===== src/rtl/bcem_pkg.sv =====
// ----------------------------------------------------------------------------
// bcem_pkg
// Shared widths, constants, types and helpers of the mean binary
// cross-entropy core.
// ----------------------------------------------------------------------------
package bcem_pkg;

  // Fixed-point format of labels and predictions (Q1.FRAC_BITS)
  localparam int FRAC_BITS = 16;
  localparam int LABEL_W   = FRAC_BITS + 1;
  localparam int FX_W      = FRAC_BITS;
  localparam int EXP_W     = $clog2(FX_W);

  // Log unit: fraction bits of log2 and width of a -ln result
  localparam int LOG_BITS  = 24;
  localparam int LN_W      = 20;
  localparam logic [31:0] LN2_Q32 = 32'd2977044472;

  // Accumulator, divisor and mean widths
  localparam int SUM_W     = 40;
  localparam int ROW_W     = 16;
  localparam int MEAN_W    = 20;

  // Stream bus widths (fields packed from bit 0, padded to bytes)
  localparam int S_TDATA_W = 40;
  localparam int M_TDATA_W = 24;

  // Default depth of the queue between front and back end
  localparam int QUEUE_DEPTH = 4;

  // Classified item handed from the front end to the back end
  typedef struct packed {
    logic [LABEL_W-1:0] label;   // clamped to one
    logic [FX_W-1:0]    pos_x;   // prediction, clipped to 1..ONE-1
    logic [FX_W-1:0]    neg_x;   // ONE - prediction, 1..ONE-1
    logic               last;
  } bcem_item_t;

  // One result of the block
  typedef struct packed {
    logic [MEAN_W-1:0] mean_loss;
    logic              saturated;
  } bcem_result_t;

  // Index of the highest set bit (zero when no bit is set)
  function automatic logic [EXP_W-1:0] msb_index(input logic [FX_W-1:0] x);
    logic [EXP_W-1:0] idx;
    idx = '0;
    for (int i = 0; i < FX_W; i++) begin
      if (x[i]) begin
        idx = EXP_W'(i);
      end
    end
    return idx;
  endfunction

endpackage


===== src/rtl/bcem_fifo.sv =====
// ----------------------------------------------------------------------------
// bcem_fifo
// Short queue of classified items between the front and the back end.
// ----------------------------------------------------------------------------
module bcem_fifo #(
  parameter int DEPTH = bcem_pkg::QUEUE_DEPTH
) (
  input  logic                 clk_i,
  input  logic                 rst_ni,
  input  logic                 push_valid_i,
  output logic                 push_ready_o,
  input  bcem_pkg::bcem_item_t push_data_i,
  output logic                 pop_valid_o,
  input  logic                 pop_ready_i,
  output bcem_pkg::bcem_item_t pop_data_o
);
  import bcem_pkg::*;

  localparam int PTR_W = (DEPTH > 1) ? $clog2(DEPTH) : 1;
  localparam int CNT_W = $clog2(DEPTH + 1);

  bcem_item_t       mem_q [DEPTH];
  logic [PTR_W-1:0] wr_ptr_q;
  logic [PTR_W-1:0] rd_ptr_q;
  logic [CNT_W-1:0] cnt_q;
  logic             push;
  logic             pop;

  assign push_ready_o = cnt_q < CNT_W'(DEPTH);
  assign pop_valid_o  = cnt_q != '0;
  assign push         = push_valid_i && push_ready_o;
  assign pop          = pop_ready_i && pop_valid_o;
  assign pop_data_o   = mem_q[rd_ptr_q];

  // Store pushed items
  always_ff @(posedge clk_i) begin
    if (push) begin
      mem_q[wr_ptr_q] <= push_data_i;
    end
  end

  // Advance pointers and fill count
  always_ff @(posedge clk_i or negedge rst_ni) begin
    if (!rst_ni) begin
      wr_ptr_q <= '0;
      rd_ptr_q <= '0;
      cnt_q    <= '0;
    end else begin
      if (push) begin
        wr_ptr_q <= (wr_ptr_q == PTR_W'(DEPTH - 1)) ? '0 : wr_ptr_q + PTR_W'(1);
      end
      if (pop) begin
        rd_ptr_q <= (rd_ptr_q == PTR_W'(DEPTH - 1)) ? '0 : rd_ptr_q + PTR_W'(1);
      end
      if (push && !pop) begin
        cnt_q <= cnt_q + CNT_W'(1);
      end else if (pop && !push) begin
        cnt_q <= cnt_q - CNT_W'(1);
      end
    end
  end

endmodule


===== config.mk =====
export PLATFORM = sky130hd
export DESIGN_NAME = bcem_fifo
export DESIGN_NICKNAME = d
export VERILOG_FILES = /design/src/rtl/bcem_pkg.sv /design/src/rtl/bcem_fifo.sv
export SDC_FILE = /design/constraint.sdc
export NUM_CORES = 1
export LEC_CHECK = 0
export BUFFER_PORTS_ARGS = -buffer_cell sky130_fd_sc_hd__buf_2
export CELL_PAD_IN_SITES_DETAIL_PLACEMENT = 1
export CELL_PAD_IN_SITES_GLOBAL_PLACEMENT = 1
export CORE_ASPECT_RATIO = 0.8
export CORE_UTILIZATION = 45
export DETAILED_ROUTE_END_ITERATION = 8
export PLACE_DENSITY = 0.76
export SYNTH_ARGS = -nofsm -noshare
export SYNTH_HDL_FRONTEND = slang
export SYNTH_SLANG_ARGS = --single-unit

===== constraint.sdc =====
create_clock -name clk_i -period 2.44 [get_ports clk_i]
set_input_delay 0.366 -clock clk_i [delete_from_list [all_inputs] [get_ports clk_i]]
set_output_delay 0.366 -clock clk_i [all_outputs]
set_load 0.05 [all_outputs]

# --- Word level (Yosys, flattened, before mapping) ---
# Memory sizes are Yosys's and may differ from the RTL's.
# Index checks and enable logic that the tools add are counted.
classes:
  n_mux: 6
  add_sub_neg: 4
  n_reduce_logical: 8
  magnitude_cmp: 1
  n_eq_ne: 2
op_table:
  columns: ["cell", "n"]
  rows:
  - ["$mux W3", 2]
  - ["$add A2 B1 Y2 const B", 2]
  - ["$eq A2 B2 Y1 const B", 2]
  - ["$logic_and A1 B1 Y1", 4]
  - ["$mux W2", 2]
  - ["$add A3 B1 Y3 const B", 1]
  - ["$lt A3 B3 Y1 const B", 1]
  - ["$reduce_bool A3 Y1", 1]
  - ["$sub A3 B1 Y3 const B", 1]
  - ["$logic_not A1 Y1", 2]
  - ["$mux W1", 2]
  - ["$reduce_bool A2 Y1", 1]
totals:
  output_inout_bits: 52
  ff_bits: 7
  elab_cells: 25
  ram_bits: 200
  memories: 1
mem_list:
  columns: ["name", "depth", "width", "read_ports", "rd_ports_with_merged_regs", "write_ports", "line_no", "source"]
  rows:
  - ["mem_q", 4, 50, 1, 0, 1, "bcem_fifo.sv:22", "bcem_item_t mem_q [DEPTH];"]

# --- Depth between registers and ports, before layout ---
depth:
  depth_word: 6
  mapped_depth: 8
  depth_no_buf: 8

# --- Worst setup path before layout ---
# OpenSTA, ideal clock, no wires.
synth_timing:
  kind: "input to register"
  startpoint: "input port push_valid_i"
  endpoint: "memory mem_q[3][0] (netlist bit) (enable)"
  t_arrival_ns: 1.930
  stages: 3
  setup_ns: 0.413
  path_slack_ns: 0.097
  cell_sequence: "nor2b_1 > clkbuf_1 > and2_1"
synth_via:
  elab_chain_cells: 3
synth_rtl:
  columns: ["element", "line_no", "source"]
  rows:
  - ["from (decl)", "bcem_fifo.sv:10", "input logic push_valid_i,"]
  - ["$logic_and A1 B1 Y1", "bcem_fifo.sv:31", "assign push = push_valid_i && push_ready_o;"]
  - ["net push", "bcem_fifo.sv:26", "logic push;"]
  - ["$mux W1", "bcem_fifo.sv:37", "if (push) begin"]
  - ["$mux W1 (implied by the code)", "bcem_fifo.sv:38", "mem_q[wr_ptr_q] <= push_data_i;"]
  - ["to (decl)", "bcem_fifo.sv:22", null]
# The timed path passes the listed nets, and every way through them passes these cells.

==> summary.txt <==
Clock network
  • CTS sink cnt: roughly 210
  • Total CTS buffers: 21
  • Worst skew pair latency: 480 ps
  • Clock-pin transition on the worst setup and hold timing paths: 60 ps
  • CTS Buffer Depth: 3
  • H-tree levels: 1
  • Clk root buf: clkbuf_16
  • CTS tree: done

Critical path
  • Slowest-stage cell, CP: dfrtp_4
  • WP data arrival: 2000 ps
  • CP Launch Point: rd_ptr_q[0]$_DFFE_PN0P_
  • Critical path launch point type: flop
  • CP Max Fanout: 11
  • Setup crit end kind: output port
  • Kind of critical path: flop to output port
  • RR Startpoint: cnt_q[0]$_DFFE_PN0P_
  • CP max stage delay: 550 ps
  • Crit-path cells: buf_12 -> mux4_2 -> buf_2
  • Worst Reg-to-Reg Cells: 8
  • Data required, critical path: 2070 ps

Synthesis
  • Post-synthesis sequential area ratio: 0.802
  • Synthesized area per cell: 25.6 um2
  • Synth Instances: 301
  • Synthesis-stage register bit count: 207
  • Mapped Nets: 362
  • Yosys cell types: 21
  • Synth Warn #: 0
  • Mapped Area: 0.00771 mm2

Route
  • Drt first pass iters: 5
  • Residual DRC count: 0
  • Post-DRT Antenna Nets: 0
  • 1st-iter DRT viols: 197
  • Via Count: 3476
  • Vias/cell: 5.17
  • Drt total wl: 14.2 mm
  • Wire length per cell: 21.2 um

STA
  • Fmax: approximately 420 MHz
  • Final Slew Violations: 0
  • Final setup TNS: 0 ps
  • RSZ-0062 raised after global routing: false
  • Worst-Margin Slew: 447 ps
  • Tmin final: 2370 ps
  • Final setup viols: 0
  • Final hold slack: 90.7 ps
  • Final hold vios: 0
  • Period utilization: 0.971
  • Worst slew margin: 0.702
  • Clock skew: 10.1 ps

Cells and area
  • Share of post-route cells with drive strength above 1: 0.468
  • Area Overhead vs Synth: 20.3%
  • Nets@finish: 498
  • Post-route core utilization: 0.557

Pwr
  • P_leak: 0.00320 uW
  • Cell Pwr Density: roughly 1300 mW/mm2
  • Final total power: 12400 uW
  • Worst vdd ir: about 700 uV

Global routing
  • Largest net degree at the start of global routing: just over 40
  • GR Overflow Total: 0
  • Number of global-route vias before repair: between 3000 and 4000
  • Global-route usage over all layers: 0.170
  • Initial antenna violation count: 3
  • First-pass GRT wire length: 22.3 mm

Placed design
  • GP Congestion: 0.696
  • Port bufs: 105
  • HPWL Detailed: between 8 and 9 mm

Job
  • Max Cap Viol: 0

Min path
  • Beginning of the worst hold path: push_data_i[15]
  • WHS Path Cells: 1
  • Hold Crit Class: primary input to flop

Die
  • Die W: roughly 150 um
  • Io pins: 106
  • Die footprint: ~0.018 mm2
  • Initial Util: 0.463
  • Core area: approximately 0.017 mm2
  • DIE HEIGHT: around 120 um
  • Row Count: 42

Outcome
  • Status: finished, final reports clean
[path summary, 6_finish.rpt]
path,endpoint,slack [ps]
worst max-delay path,pop_data_o[35],70
worst min-delay path,mem_q[0][15]$_DFFE_PP_,90
worst max register to register,cnt_q[2]$_DFFE_PN0P_,380
worst min register to register,cnt_q[0]$_DFFE_PN0P_,550
max in group asynchronous,rd_ptr_q[1]$_DFFE_PN0P_,2000
min in group asynchronous,wr_ptr_q[0]$_DFFE_PN0P_,250
[sequential cells by signal, summed over array words and instances (netlist names)]
name,cells
cnt_q,3
mem_q,200
rd_ptr_q,2
wr_ptr_q,2
[cell usage in the layout, fill, tap and decap left out]
| master | netlist | layout |
|---|---|---|
| bufinv_16 | 0 | 1 |
| dlygate4sd3_1 | 0 | 1 |
| xor2_1 | 1 | 1 |
| or3_4 | 1 | 1 |
| inv_1 | 4 | 4 |
| buf_4 | 0 | 12 |
| buf_12 | 5 | 7 |
| and2_2 | 0 | 4 |
| mux4_2 | 48 | 48 |
| clkinv_1 | 0 | 3 |
| xnor2_1 | 2 | 2 |
| clkbuf_1 | 2 | 7 |
| nor2b_1 | 1 | 1 |
| mux2_2 | 3 | 3 |
| nand2_2 | 1 | 1 |
| buf_2 | 5 | 105 |
| nand2_1 | 2 | 2 |
| dfrtp_4 | 0 | 2 |
| diode_2 | 0 | 1 |
| fa_1 | 1 | 1 |
| clkbuf_16 | 0 | 21 |
| edfxtp_1 | 200 | 200 |
| mux4_1 | 2 | 2 |
| ha_1 | 6 | 6 |
| clkbuf_8 | 0 | 3 |
| dfrtp_1 | 7 | 5 |
| clkinv_2 | 0 | 2 |
| buf_6 | 1 | 1 |
| o21ai_0 | 2 | 2 |
| nor2_1 | 3 | 3 |
[final cells by class]
cell class / instances / area, um2
Sequential cell: 207 / 6190
Clock inverter: 6 / 51.3
Multi-Input combinational cell: 77 / 1370
Fill cell: 1445 / 7380
Tap cell: 220 / 275
Clock buffer: 31 / 593
Timing Repair Buffer: 126 / 777
Inverter: 4 / 15.0
Antenna cell: 1 / 2.50
[synth_stat cells]
master,instances,share of area
xnor2_1,2,0.0023
xor2_1,1,0.0011
fa_1,1,0.0026
buf_6,1,0.0015
o21ai_0,2,0.0013
buf_2,5,0.0032
edfxtp_1,200,0.78
dfrtp_1,7,0.023
nor2_1,3,0.0015
nand2_1,2,0.00097
mux4_2,48,0.14
or3_4,1,0.0015
buf_12,5,0.013
nor2b_1,1,0.00081
mux4_1,2,0.0068
nand2_2,1,0.00081
mux2_2,3,0.0044
and2_1,4,0.0032
clkbuf_1,2,0.00097
ha_1,6,0.0097
inv_1,4,0.0019
[metrics by stage]
| step | setup WS (ps) | instance area (um2) | instances |
|---|---|---|---|
| 3_3_place_gp | 384 | 8550 | 627 |
| 5_1_grt | 3.95 | 9270 | 671 |
| 3_5_place_dp | 353 | 8550 | 627 |
| 4_1_cts | 22.3 | 9250 | 669 |
| 6_report | 71.5 | 9270 | 672 |
| 2_1_floorplan | 97.2 | 7710 | 301 |
[routing by layer]
metal / vias up / global-route usage / share of wire
li1: 1546 / - / -
met4: 4 / 0.0380 / 0.017
met1: 1803 / 0.227 / 0.44
met3: 24 / 0.0540 / 0.069
met2: 99 / 0.275 / 0.47
met5: - / 0 / 0.0016
[logic make-up (layout without fill, tap and decap cells)]
group,count (synthesis),after routing,share of synthesized area
adder cells (fa/ha/maj),7,7,0.0123
multiplexers,53,53,0.151
XOR/XNOR,3,3,0.00341
AO/OA/AOI/OAI,2,2,0.00130
buffers and inverters,17,167,0.0206
AND/OR/NAND/NOR,12,12,0.00877
flip-flops,207,207,0.802
other,0,1,0
[report_power, final]
part | switching (uW) | total, uW | internal (uW) | leakage (uW)
logic | 3130 | 4730 | 1590 | 0.000991
registers | 244 | 4700 | 4460 | 0.00190
clock network | 1210 | 2990 | 1780 | 0.000315
total | 4590 | 12400 | 7830 | 0.00320
[critical path, delay by kind of cell, from the launching register on]
family	cells	cell delay, ps
buffers and inverters	2	430
flip-flops	1	550
multiplexers	1	540
[what timing repair did]
item,CTS,global route
setup buffers,4,2
gates resized for setup,1,0
gates cloned,0,0
setup endpoints to repair,45,13
hold buffers,1,0
hold endpoints to repair,7,0
No activity file was read; power rests on OpenSTA's default activity.
