### config.mk
export PLATFORM = sky130hd
export DESIGN_NAME = bcem_front
export DESIGN_NICKNAME = d
export VERILOG_FILES = /design/src/rtl/bcem_pkg.sv /design/src/rtl/bcem_front.sv
export SDC_FILE = /design/constraint.sdc
export NUM_CORES = 1
export LEC_CHECK = 0
export BUFFER_PORTS_ARGS = -buffer_cell sky130_fd_sc_hd__buf_2
export CAP_MARGIN = 20
export CORE_AREA = 8 8 76 78
export CTS_CLUSTER_DIAMETER = 150
export DETAILED_ROUTE_END_ITERATION = 16
export DIE_AREA = 0 0 84 86
export HOLD_SLACK_MARGIN = 0.06
export PLACE_DENSITY = 0.9
export SYNTH_ARGS = -nofsm -noshare
export SYNTH_HDL_FRONTEND = slang
export SYNTH_SLANG_ARGS = --single-unit
### constraint.sdc
create_clock -name clk_i -period 3.2 [get_ports clk_i]
set_clock_uncertainty 0.1 [all_clocks]
set_input_delay 0.48 -clock clk_i [delete_from_list [all_inputs] [get_ports clk_i]]
set_output_delay 0.48 -clock clk_i [all_outputs]
set_load 0.1 [all_outputs]
### src/rtl/bcem_pkg.sv
// ----------------------------------------------------------------------------
// bcem_pkg
// Shared widths, constants, types and helpers of the mean binary
// cross-entropy core.
// ----------------------------------------------------------------------------
package bcem_pkg;

  // Fixed-point format of labels and predictions (Q1.FRAC_BITS)
  localparam int FRAC_BITS = 16;
  localparam int LABEL_W   = FRAC_BITS + 1;
  localparam int FX_W      = FRAC_BITS;
  localparam int EXP_W     = $clog2(FX_W);

  // Log unit: fraction bits of log2 and width of a -ln result
  localparam int LOG_BITS  = 24;
  localparam int LN_W      = 20;
  localparam logic [31:0] LN2_Q32 = 32'd2977044472;

  // Accumulator, divisor and mean widths
  localparam int SUM_W     = 40;
  localparam int ROW_W     = 16;
  localparam int MEAN_W    = 20;

  // Stream bus widths (fields packed from bit 0, padded to bytes)
  localparam int S_TDATA_W = 40;
  localparam int M_TDATA_W = 24;

  // Default depth of the queue between front and back end
  localparam int QUEUE_DEPTH = 4;

  // Classified item handed from the front end to the back end
  typedef struct packed {
    logic [LABEL_W-1:0] label;   // clamped to one
    logic [FX_W-1:0]    pos_x;   // prediction, clipped to 1..ONE-1
    logic [FX_W-1:0]    neg_x;   // ONE - prediction, 1..ONE-1
    logic               last;
  } bcem_item_t;

  // One result of the block
  typedef struct packed {
    logic [MEAN_W-1:0] mean_loss;
    logic              saturated;
  } bcem_result_t;

  // Index of the highest set bit (zero when no bit is set)
  function automatic logic [EXP_W-1:0] msb_index(input logic [FX_W-1:0] x);
    logic [EXP_W-1:0] idx;
    idx = '0;
    for (int i = 0; i < FX_W; i++) begin
      if (x[i]) begin
        idx = EXP_W'(i);
      end
    end
    return idx;
  endfunction

endpackage

### src/rtl/bcem_front.sv
// ----------------------------------------------------------------------------
// bcem_front
// Input stage: accepts label/prediction pairs, clips them into the legal
// range and registers the classified item for the queue.
// ----------------------------------------------------------------------------
module bcem_front (
  input  logic                         clk_i,
  input  logic                         rst_ni,
  input  logic                         in_valid_i,
  output logic                         in_ready_o,
  input  logic [bcem_pkg::LABEL_W-1:0] label_i,
  input  logic [bcem_pkg::LABEL_W-1:0] prediction_i,
  input  logic                         last_i,
  output logic                         item_valid_o,
  input  logic                         item_ready_i,
  output bcem_pkg::bcem_item_t         item_o
);
  import bcem_pkg::*;

  localparam logic [LABEL_W-1:0] ONE_FX = LABEL_W'(1) << FRAC_BITS;

  logic               vld_q;
  bcem_item_t         item_q;
  bcem_item_t         item_d;
  logic [LABEL_W-1:0] pred_clip;
  logic [LABEL_W-1:0] pred_neg;

  // Clip label to one, prediction into 1..ONE-1
  always_comb begin
    if (prediction_i == '0) begin
      pred_clip = LABEL_W'(1);
    end else if (prediction_i >= ONE_FX) begin
      pred_clip = ONE_FX - LABEL_W'(1);
    end else begin
      pred_clip = prediction_i;
    end
    pred_neg      = ONE_FX - pred_clip;
    item_d.label  = (label_i > ONE_FX) ? ONE_FX : label_i;
    item_d.pos_x  = pred_clip[FX_W-1:0];
    item_d.neg_x  = pred_neg[FX_W-1:0];
    item_d.last   = last_i;
  end

  assign in_ready_o   = !vld_q || item_ready_i;
  assign item_valid_o = vld_q;
  assign item_o       = item_q;

  // Hold one classified item until the queue takes it
  always_ff @(posedge clk_i or negedge rst_ni) begin
    if (!rst_ni) begin
      vld_q  <= 1'b0;
      item_q <= '0;
    end else if (in_valid_i && in_ready_o) begin
      vld_q  <= 1'b1;
      item_q <= item_d;
    end else if (item_ready_i) begin
      vld_q  <= 1'b0;
    end
  end

endmodule

==> Yosys cells after proc, flatten, opt, wreduce, memory -nomap -nowiden <==
Index checks and enable logic that the tools add are counted.
{ "classes": {"addsub": 1, "reduce_logical": 5, "n_lt_le_gt_ge": 2, "mux": 5} }
{ "ops": {"columns": ["operator", "count"], "rows": [
  ["two-way mux 16 bit", 2],
  ["greater-or-equal comparator 17 bit, second input constant", 1],
  ["greater-than comparator 17 bit, second input constant", 1],
  ["logical NOT 17 bit", 1],
  ["two-way mux 17 bit", 1],
  ["subtractor 1 x 16 -> 16 bit, first input constant", 1],
  ["two-way mux 1 bit", 2],
  ["nonzero test 2 bit", 1],
  ["logical AND 1 bit", 1],
  ["logical NOT 1 bit", 1],
  ["logical OR 1 bit", 1]
]} }
{ "word_totals": {"elab_cells": 18, "output_inout_bits": 52, "reg_bits": 51} }

==> Logic depth before layout (Yosys ltp) <==
Gate-level depths: netlist of the first run.
{ "depth": {"word_depth": 4, "depth_mapped": 8} }

==> Worst setup path after synthesis of the first run <==
OpenSTA, ideal clock, no wires.
{ "synth_timing": {"path_type": "reg2reg", "start": "reg vld_q (netlist: item_valid_o)", "end": "reg item_q (netlist bit item_o[33])", "path_slack_ns": 0.243, "setup_ns": 0.122, "arrival_time_ns": 2.736, "path_buffers": 1, "path_stages_with_launch": 6, "cell_sequence": "dfrtp_1 > nand2b_1 > nand2_1 > a21oi_1 > clkbuf_1 > a22o_1"} }
{ "synth_via": {"elab_chain_cells": 3} }
{ "synth_rtl": {"columns": ["item", "line_no", "rtl"], "rows": [
  ["start, declared", "bcem_front.sv:22", "logic vld_q;"],
  ["start signal, assigned", "bcem_front.sv:51", "vld_q <= 1'b0;"],
  ["start signal, assigned", "bcem_front.sv:54", "vld_q <= 1'b1;"],
  ["start signal, assigned", "bcem_front.sv:57", "vld_q <= 1'b0;"],
  ["logical NOT 1 bit", "bcem_front.sv:44", "assign in_ready_o = !vld_q || item_ready_i;"],
  ["logical OR 1 bit", "bcem_front.sv:44", null],
  ["via in_ready_o", "bcem_front.sv:10", "output logic in_ready_o,"],
  ["logical AND 1 bit", "bcem_front.sv:53", "end else if (in_valid_i && in_ready_o) begin"],
  ["end signal, assigned", "bcem_front.sv:55", "item_q <= item_d;"],
  ["end, declared", "bcem_front.sv:23", "bcem_item_t item_q;"]
]} }
The timed path passes the listed nets, and every way through them passes these cells.
A chain may end at the register's enable or synchronous reset.

==> Worst setup path after layout of the first run <==
{ "layout_timing": {"start": "in prediction_i[7] (netlist bit)", "end": "reg item_q (netlist bit item_o[13])"} }
{ "layout_via": {"elab_chain_cells": 4} }
{ "layout_rtl": {"columns": ["item", "line_no", "rtl"], "rows": [
  ["start, declared", "bcem_front.sv:12", "input logic [bcem_pkg::LABEL_W-1:0] prediction_i,"],
  ["greater-or-equal comparator 17 bit", "bcem_front.sv:32", "end else if (prediction_i >= ONE_FX) begin"],
  ["two-way mux 16 bit", "bcem_front.sv:32", null],
  ["two-way mux 16 bit (*)", "bcem_front.sv:30", "if (prediction_i == '0) begin"],
  ["subtractor 1 x 16 -> 16 bit (*)", "bcem_front.sv:37", "pred_neg = ONE_FX - pred_clip;"]
]} }
Every way passes the cells marked *; elsewhere a longest branch is shown, timed or not.

==> impl_metrics.tcl, run 1 <==
set metrics [dict create \
    arrival_ns 2.53 \
    multi_input_area_um2 936 \
    grt_max_degree 51 \
    netlist_area_um2 2240 \
    clock-sinks 50 \
    wire_per_inst_um 16.8 \
    cp_num_buf_inv 1 \
    use_met3_pct 4.36 \
    gr-usage-met2_pct 25.4 \
    gp_congestion 0.886 \
    fill_cells 396 \
    htreeDepth 2 \
    hp-class "in -> reg" \
    total_power_w 0.00216 \
    pwr_density_cell_nw_per_um2 748 \
    start_util_pct 48.7 \
    cp_data_required_time_ns 3.32 \
    yosys.area.top_type "dfrtp_1" \
    synth-seq-cells 50 \
    insertion_delay_ns 0.30 \
    status "completed" \
    overflow 0 \
    max_freq_mhz 415 \
    area_delta_synth_final_pct 29.2 \
    ios 91 \
    synth.avg_cell_area_um2 10.0 \
    crit_path_start_kind "primary input" \
    drt_iter0_markers 118 \
    area.sequential_um2 1250 \
    vias 2005 \
    fin_crit_ns 2.41 \
    yosys_warnings 0 \
    crit_path_end "item_o[13]$_DFFE_PN0P_" \
    r2r-end "item_o[37]$_DFFE_PN0P_" \
    antenna_found_initial 0 \
    setup_viol 0 \
    cap_viol_max_count 0 \
    final-max-slew-violation-count 0 \
    reg2regPathDepth 4 \
    track_usage_pct 16.4 \
    crit_cells 8 \
    ctsHoldBuffers 0 \
    synthesis.nets 263 \
    synthTopCellsByArea "dfrtp_1 56%, nand2_1 6.4%, a22o_1 6.3%" \
    die_w_um 84 \
    cp_top_family "simple AND/OR/NAND/NOR gates" \
    clockBufferDepth 2 \
    ys_seq_area_share_pct 55.9 \
    synth_cell_types 32 \
    drcViolationCount 0 \
    reg2reg_setup_slack_ns 1.09 \
    grt_pass1_wl_mm 9.65 \
    hpwl_mm 4.61 \
    ant_nets 0 \
    nNetsFinal 351 \
    path_class "in -> reg" \
    worstMarginPinSlew_ns 0.995 \
    hold_viol 0 \
    tritoncts "done" \
    critPathCaptureType "flip-flop" \
    tns_ns 0 \
    period_share_pct 75.3 \
    viasPerCell 5.48 \
    diodes 0 \
    timing.rr.start "item_valid_o$_DFFE_PN0P_" \
    ir_drop_mv 0.297 \
    syn_inst 223 \
    cp_cell_sequence "buf_2 -> nor3_2 -> and4_1 -> a311oi_1 -> ha_1 -> nand2_1 -> or4_1 -> a31oi_1" \
    drive_above_1_share_pct 34.0 \
    cts_setup_buffers 0 \
    dp_cells 356 \
    synth_top_area_share_pct 55.9 \
    cts_resized 0 \
    critPathLaunch "prediction_i[7]" \
    clk_pin_slew_ns 0.09 \
    power.leakage_nw 1.42 \
    rsz0062_at_grt "no" \
    top_usage_layer "met2" \
    rows 25 \
    die-area_um2 7220 \
    die_h_um 86 \
    portBuffers 90 \
    clockRootBuffer "clkbuf_8" \
    first_pass_iters 5 \
    crit_fanout 11 \
    fin_cells 366 \
    grt_pass1_vias 1934 \
    core_um2 4600 \
    gr-usage-met1_pct 21.3 \
    slowest_delay_ns 0.47 \
    drt_wl_total_mm 6.15 \
    relSlewSlack_pct 33.7 \
    cpMaxStageDelayCell "or4_1" \
    cts_inserted_buffers 5 \
]
## cell families (layout without fill, tap and decap cells)
group                      Yosys count  in the layout  synth area share (%)
adders and majority gates            1              1                 0.559
and+or+nand+nor                    101            101                  22.8
DFF                                 50             50                  55.9
buffers and inverters               13            102                  2.46
xor gates and xnor gates             5              5                  1.96
AOI/OAI and AO/OA                   53             53                  16.3
## where the power goes
part | internal (W) | switching, W
clock | 0.000333 | 0.000209
combinational | 0.000129 | 0.000745
sequential | 0.000708 | 0.0000389
total | 0.00117 | 0.000993
## worst min-delay path by stage
stage / from / end / slack [ns] / depth (start not counted)
2_1_floorplan: rst_ni / item_o[0]$_DFFE_PN0P_ / 0.08 / 0
3_3_place_gp: item_o[42]$_DFFE_PN0P_ / item_o[42]$_DFFE_PN0P_ / 0.35 / 2
3_5_place_dp: item_o[43]$_DFFE_PN0P_ / item_o[43]$_DFFE_PN0P_ / 0.35 / 2
4_1_cts: last_i / item_o[0]$_DFFE_PN0P_ / 0.27 / 3
5_1_grt: last_i / item_o[0]$_DFFE_PN0P_ / 0.28 / 3
6_report: last_i / item_o[0]$_DFFE_PN0P_ / 0.27 / 3
## final cells by class
type | count | area share [%]
clock inverter | 2 | 2.08
clock buffer | 6 | 2.85
multi-input combinational | 160 | 32.4
timing repair buffer | 94 | 17.1
sequential | 50 | 43.3
tap | 54 | 2.34
## cells in the mapped netlist
cell / count
nand4b_1: 2
nand2_1: 38
or4_1: 4
and4_1: 1
dfrtp_1: 50
o31ai_1: 4
a31oi_1: 4
clkbuf_1: 10
nand2b_1: 2
and2_1: 2
nor4_4: 2
nor2_1: 25
nor4_1: 4
nor3_1: 4
a311oi_1: 1
xor2_1: 3
nand4_1: 3
xnor2_1: 2
buf_2: 2
o22a_1: 1
or3_1: 3
nand3b_1: 3
a22o_1: 16
buf_4: 1
ha_1: 1
nand2_2: 1
a32o_1: 3
a21oi_1: 2
o21ai_0: 21
nand3_1: 6
nor3_2: 1
o211ai_1: 1
## sequential cells by signal (all words and copies together) (netlist names)
signal / cells
item_valid_o: 1
item_o: 49
## worst reg2reg max path: cells and delay by family, from the launching register on
kind            cells  cell delay [ns]
compound gates      2             1.14
flops               1             0.39
simple gates        2             0.43
## through the flow
stage / worst slack, ns / cell area [µm²] / hold slack, ns / util [%]
after global routing: 0.687 / 2890 / 0.276 / 62.9
after floorplan: 0.243 / 2240 / 0.0844 / -
after CTS: 0.852 / 2860 / 0.272 / 62.3
after global placement: 0.599 / 2720 / 0.347 / 59.2
after detailed placement: 0.544 / 2720 / 0.350 / 59.2
final: 0.790 / 2890 / 0.267 / 62.9
## layer usage
layer  part of all wire, %  routed length (µm)
met5                     0                   0
met3                   6.1                 374
met4                   1.7                 106
met2                    51                3110
met1                    42                2560
## placed cells by master, fill, tap and decap left out, types with 6 or more instances in the layout
master     n
a22o_1    16
clkbuf_8   6
nand3_1    6
nor2_1    25
dfrtp_1   50
buf_2     90
nand2_1   37
o21ai_0   21
No activity file was read; power rests on OpenSTA's default activity.
==> run 2, diff against run 1 <==
--- a/config.mk
+++ b/config.mk
@@ -7,12 +7,12 @@
 export LEC_CHECK = 0
 export BUFFER_PORTS_ARGS = -buffer_cell sky130_fd_sc_hd__buf_2
 export CAP_MARGIN = 20
-export CORE_AREA = 8 8 76 78
+export CORE_AREA = 8 8 78 80
 export CTS_CLUSTER_DIAMETER = 150
 export DETAILED_ROUTE_END_ITERATION = 16
-export DIE_AREA = 0 0 84 86
+export DIE_AREA = 0 0 86 88
 export HOLD_SLACK_MARGIN = 0.06
-export PLACE_DENSITY = 0.9
+export PLACE_DENSITY = 0.86
 export SYNTH_ARGS = -nofsm -noshare
 export SYNTH_HDL_FRONTEND = slang
 export SYNTH_SLANG_ARGS = --single-unit
==> constraint.sdc (replaced) <==
create_clock -name clk_i -period 2.3 [get_ports clk_i]
set_clock_uncertainty 0.1 [all_clocks]
set_input_delay 0.345 -clock clk_i [delete_from_list [all_inputs] [get_ports clk_i]]
set_output_delay 0.345 -clock clk_i [all_outputs]
set_load 0.1 [all_outputs]
==> impl_metrics.tcl, run 2 (synthesis gave the netlist of run 1 again) <==
set metrics [dict create \
    worstMarginPinSlew_ns 0.951 \
    finalCoreUtilization_pct 60.3 \
    hp-class "in -> reg" \
    power_frac_seq_pct 37.2 \
    clockRootBuffer "clkbuf_8" \
    tns_ns 0 \
    wl_met2_mm 3.30 \
    switchingPower_w 0.00138 \
    clock-sinks 50 \
    hold_viol 0 \
    min_path_cells 3 \
    wl_met3_um 341 \
    wire_per_inst_um 16.6 \
    overflow 0 \
    gp_congestion 0.876 \
    insertion_delay_ns 0.30 \
    critPathLaunch "prediction_i[7]" \
    die_h_um 88 \
    ios 91 \
    viasPerCell 5.25 \
    grt_pass1_wl_mm 10.5 \
    fin_cells 395 \
    r2r-end "item_o[37]$_DFFE_PN0P_" \
    largest_register_ffs 49 \
    tritoncts "done" \
    clockBufferDepth 2 \
    area_delta_synth_final_pct 32.3 \
    core_um2 4910 \
    final_cell_mix "90 x buf_2, 49 x dfrtp_1, 37 x nand2_1" \
    period_share_pct 88.9 \
    first_pass_iters 4 \
    fin_crit_ns 2.05 \
    power_frac_clock_pct 18.7 \
    die-area_um2 7570 \
    die_w_um 86 \
    reg2reg_setup_slack_ns 0.38 \
    start_util_pct 45.6 \
    final_common_cell "buf_2" \
    crit_fanout 4 \
    pwr_density_cell_nw_per_um2 945 \
    fill_cells 427 \
    placed_cell_area_um2 2860 \
    drcViolationCount 0 \
    dp_cells 386 \
    setup_viol 0 \
    rsz0062_at_grt "no" \
    reg2regPathDepth 4 \
    antenna_found_initial 0 \
    rows 26 \
    status "completed" \
    hpwl_mm 5.10 \
    cap_viol_max_count 0 \
    portBuffers 90 \
    internal-power_w 0.00142 \
    timing.rr.start "item_valid_o$_DFFE_PN0P_" \
    final-max-slew-violation-count 0 \
    diodes 0 \
    drive_above_1_share_pct 36.9 \
    max_freq_mhz 489 \
    arrival_ns 2.16 \
    top_layer "met4" \
    power.leakage_nw 1.46 \
    nNetsFinal 364 \
    clk_pin_slew_ns 0.09 \
    critPathCaptureType "flip-flop" \
    drt_iter0_markers 122 \
    vias 2073 \
    drt_wl_total_mm 6.54 \
    crit_path_end "item_o[13]$_DFFE_PN0P_" \
    grt_max_degree 37 \
    path_class "in -> reg" \
    cts_inserted_buffers 5 \
    grt_pass1_vias 2083 \
    finalInstanceArea_um2 2960 \
    met1_length_mm 2.74 \
    relSlewSlack_pct 36.6 \
    ir_drop_mv 0.410 \
    ant_nets 0 \
    power.share.combinational_pct 44.1 \
    htreeDepth 2 \
    swShare_pct 49.3 \
    crit_path_start_kind "primary input" \
    cp_data_required_time_ns 2.42 \
    track_usage_pct 17.6 \
]
run 2: area by class of cell:
class | instances | area (µm²) | area share [%]
clock inverter | 1 | 5.00 | 0.169
tap | 70 | 87.6 | 2.96
multi-input combinational | 160 | 938 | 31.7
timing repair buffer | 107 | 593 | 20.0
sequential | 50 | 1250 | 42.3
clock buffer | 7 | 86.3 | 2.91
run 2: worst min-delay path by stage:
stage,endpoint,from
detailed placement,item_o[25]$_DFFE_PN0P_,rst_ni
finish,item_o[0]$_DFFE_PN0P_,last_i
global placement,item_o[25]$_DFFE_PN0P_,rst_ni
global route,item_o[0]$_DFFE_PN0P_,last_i
floorplan,item_o[0]$_DFFE_PN0P_,rst_ni
CTS,item_o[0]$_DFFE_PN0P_,last_i
run 2: repair_timing:
item,CTS,global route
gates resized for setup,0,0
setup buffers,0,0
hold buffers,1,0
endpoints found under the hold margin,25,0
run 2: worst max-delay path, cell delays in order:
cell and delay [ns]:
buf_2 0.11, nor3_2 0.05, and4_1 0.19, a311oi_1 0.38
ha_1 0.29, nand2_1 0.11, or4_1 0.47, a31oi_1 0.20
run 2: per-layer routing:
layer	vias up	global-route usage, %
met5	-	0
met4	0	7.48
met3	14	4.03
met2	61	30.2
met1	992	20.7
li1	1006	-
run 2: power by group through the flow:
stage	Clock [W]	Combinational, W	Sequential [W]
6_report	0.000524	0.00123	0.00104
5_1_grt	0.000579	0.00128	0.00106
4_1_cts	0.000536	0.00124	0.00104
3_5_place_dp	0	0.00124	0.00106
3_3_place_gp	0	0.00123	0.00105
2_1_floorplan	0	0.000182	0.00185
run 2: through the flow:
step / power [W] / hold WS [ns] / setup WS, ns
floorplan: 0.00203 / -0.0506 / 0.0239
global placement: 0.00228 / 0.291 / 0.113
detailed placement: 0.00230 / 0.289 / -0.0250
CTS: 0.00282 / 0.129 / 0.274
global route: 0.00292 / 0.135 / 0.129
finish: 0.00280 / 0.130 / 0.254
==> run 3, diff against run 2 <==
--- a/config.mk
+++ b/config.mk
@@ -12,7 +12,8 @@
 export DETAILED_ROUTE_END_ITERATION = 16
 export DIE_AREA = 0 0 86 88
 export HOLD_SLACK_MARGIN = 0.06
-export PLACE_DENSITY = 0.86
+export PLACE_DENSITY = 0.77
+export REMOVE_ABC_BUFFERS = 1
 export SYNTH_ARGS = -nofsm -noshare
 export SYNTH_HDL_FRONTEND = slang
 export SYNTH_SLANG_ARGS = --single-unit
==> impl_metrics.tcl, run 3 (synthesis gave the netlist of run 1 again) <==
set metrics [dict create \
    status "completed" \
    insertion_delay_ns 0.30 \
    relSlewSlack_pct 66.5 \
    worstMarginPinSlew_ns 0.506 \
    rows 26 \
    tritoncts "done" \
    clock-sinks 50 \
    grt_pass1_vias 2179 \
    largest_register_ffs 49 \
    overflow 0 \
    die_h_um 88 \
    finalCoreUtilization_pct 60.9 \
    fill_cells 438 \
    drt_wl_total_mm 6.44 \
    start_util_pct 45.6 \
    max_freq_mhz 494 \
    hp-class "in -> reg" \
    vias 2104 \
    ir_drop_mv 0.418 \
    core_um2 4910 \
    hold_ws_ns 0.143 \
    first_pass_iters 4 \
    path_class "in -> reg" \
    pwr_density_cell_nw_per_um2 935 \
    power.share.combinational_pct 44.3 \
    drive_above_1_share_pct 37.1 \
    cp_cell_sequence "buf_2 -> nor3_1 -> and4_1 -> a311oi_1 -> ha_1 -> nand2_1 -> or4_1 -> a31oi_1" \
    clockBufferDepth 2 \
    area_delta_synth_final_pct 33.5 \
    cts_inserted_buffers 5 \
    hpwl_mm 4.96 \
    period_share_pct 88.1 \
    track_usage_pct 17.6 \
    ctsHoldBuffers 1 \
    fin_crit_ns 2.03 \
    internal-power_w 0.00142 \
    swShare_pct 49.1 \
    wire_per_inst_um 16.1 \
    drt_iter0_markers 100 \
    crit_fanout 6 \
    fin_cells 399 \
    portBuffers 90 \
    rsz0062_at_grt "no" \
    die_w_um 86 \
    grt_pass1_wl_mm 10.6 \
    clk_pin_slew_ns 0.09 \
    viasPerCell 5.27 \
    arrival_ns 2.15 \
    power_frac_seq_pct 37.2 \
    crit_path_start_kind "primary input" \
    htreeDepth 2 \
    drcViolationCount 0 \
    cpMaxStageDelayCell "or4_1" \
    die-area_um2 7570 \
    clockRootBuffer "clkbuf_8" \
    gp_congestion 0.866 \
    grt_max_degree 51 \
    hold_viol 0 \
    switchingPower_w 0.00137 \
    power.leakage_nw 1.48 \
    final_common_cell "buf_2" \
    cts_resized 0 \
    final_cell_mix "90 x buf_2, 50 x dfrtp_1, 37 x nand2_1" \
    cp_data_required_time_ns 2.43 \
    dp_cells 390 \
    power_frac_clock_pct 18.5 \
    slowest_delay_ns 0.47 \
    ios 91 \
    critPathCaptureType "flip-flop" \
    cap_viol_max_count 0 \
    antenna_found_initial 0 \
    setup_viol 0 \
    diodes 0 \
    cts_setup_buffers 0 \
    nNetsFinal 368 \
    total_power_w 0.00280 \
    final-max-slew-violation-count 0 \
    ant_nets 0 \
]
## run 3: cell count changes in the layout (fill, tap and decap cells not counted)
| cell | change |
|---|---|
| nand2b_2 | -1 |
| dfrtp_2 | -1 |
| dfrtp_1 | +1 |
| nand2b_1 | +1 |
| buf_4 | +4 |
## run 3: stage by stage
stage | setup slack (ns) | setup TNS, ns | cell area, µm²
6_report | 0.275 | 0 | 2990
5_1_grt | 0.138 | 0 | 2990
2_1_floorplan | -1.67 | -61.36 | 2180
4_1_cts | 0.284 | 0 | 2990
3_3_place_gp | 0.0754 | 0 | 2890
3_5_place_dp | -0.0318 | -0.0318 | 2890
## run 3: final timing paths
path,start,endpoint,slack (ns),cells past startpoint
worst max-delay path,prediction_i[12],item_o[13]$_DFFE_PN0P_,0.27,8
worst min-delay path,last_i,item_o[0]$_DFFE_PN0P_,0.14,3
worst max register to register,item_valid_o$_DFFE_PN0P_,item_o[7]$_DFFE_PN0P_,0.67,4
worst min register to register,item_o[42]$_DFFE_PN0P_,item_o[42]$_DFFE_PN0P_,0.36,2
max in group asynchronous,rst_ni,item_o[46]$_DFFE_PN0P_,1.40,3
min in group asynchronous,rst_ni,item_valid_o$_DFFE_PN0P_,0.45,3
## run 3: final cells by class
cell class / count / area, µm² / area share, %
clock buffers: 7 / 86.3 / 2.89
flip-flops and latches: 50 / 1250 / 41.9
clock inverters: 1 / 5.00 / 0.167
multi-input cells: 160 / 936 / 31.3
repair buffers: 111 / 623 / 20.8
well taps: 70 / 87.6 / 2.93
## run 3: critical path, delay by kind of cell
kind	cells	cell delay [ns]
adder cells (fa/ha/maj)	1	0.33
AND/OR/NAND/NOR	4	0.86
AO/OA/AOI/OAI	2	0.52
buffers and inverters	1	0.11
## run 3: per-layer routing
metal	up-vias	routed length (µm)	track usage, %
met5	-	0	0
li1	1019	-	-
met2	102	3000	28.8
met1	974	2690	20.7
met3	9	663	6.47
met4	0	85	6.21
## run 3: power groups by stage
stage               Combinational, W  Sequential (W)  Clock [W]
finish                       0.00124         0.00104   0.000516
global route                 0.00129         0.00105   0.000568
CTS                          0.00125         0.00104   0.000534
detailed placement           0.00124         0.00106          0
global placement             0.00123         0.00105          0
floorplan                   0.000150         0.00187          0
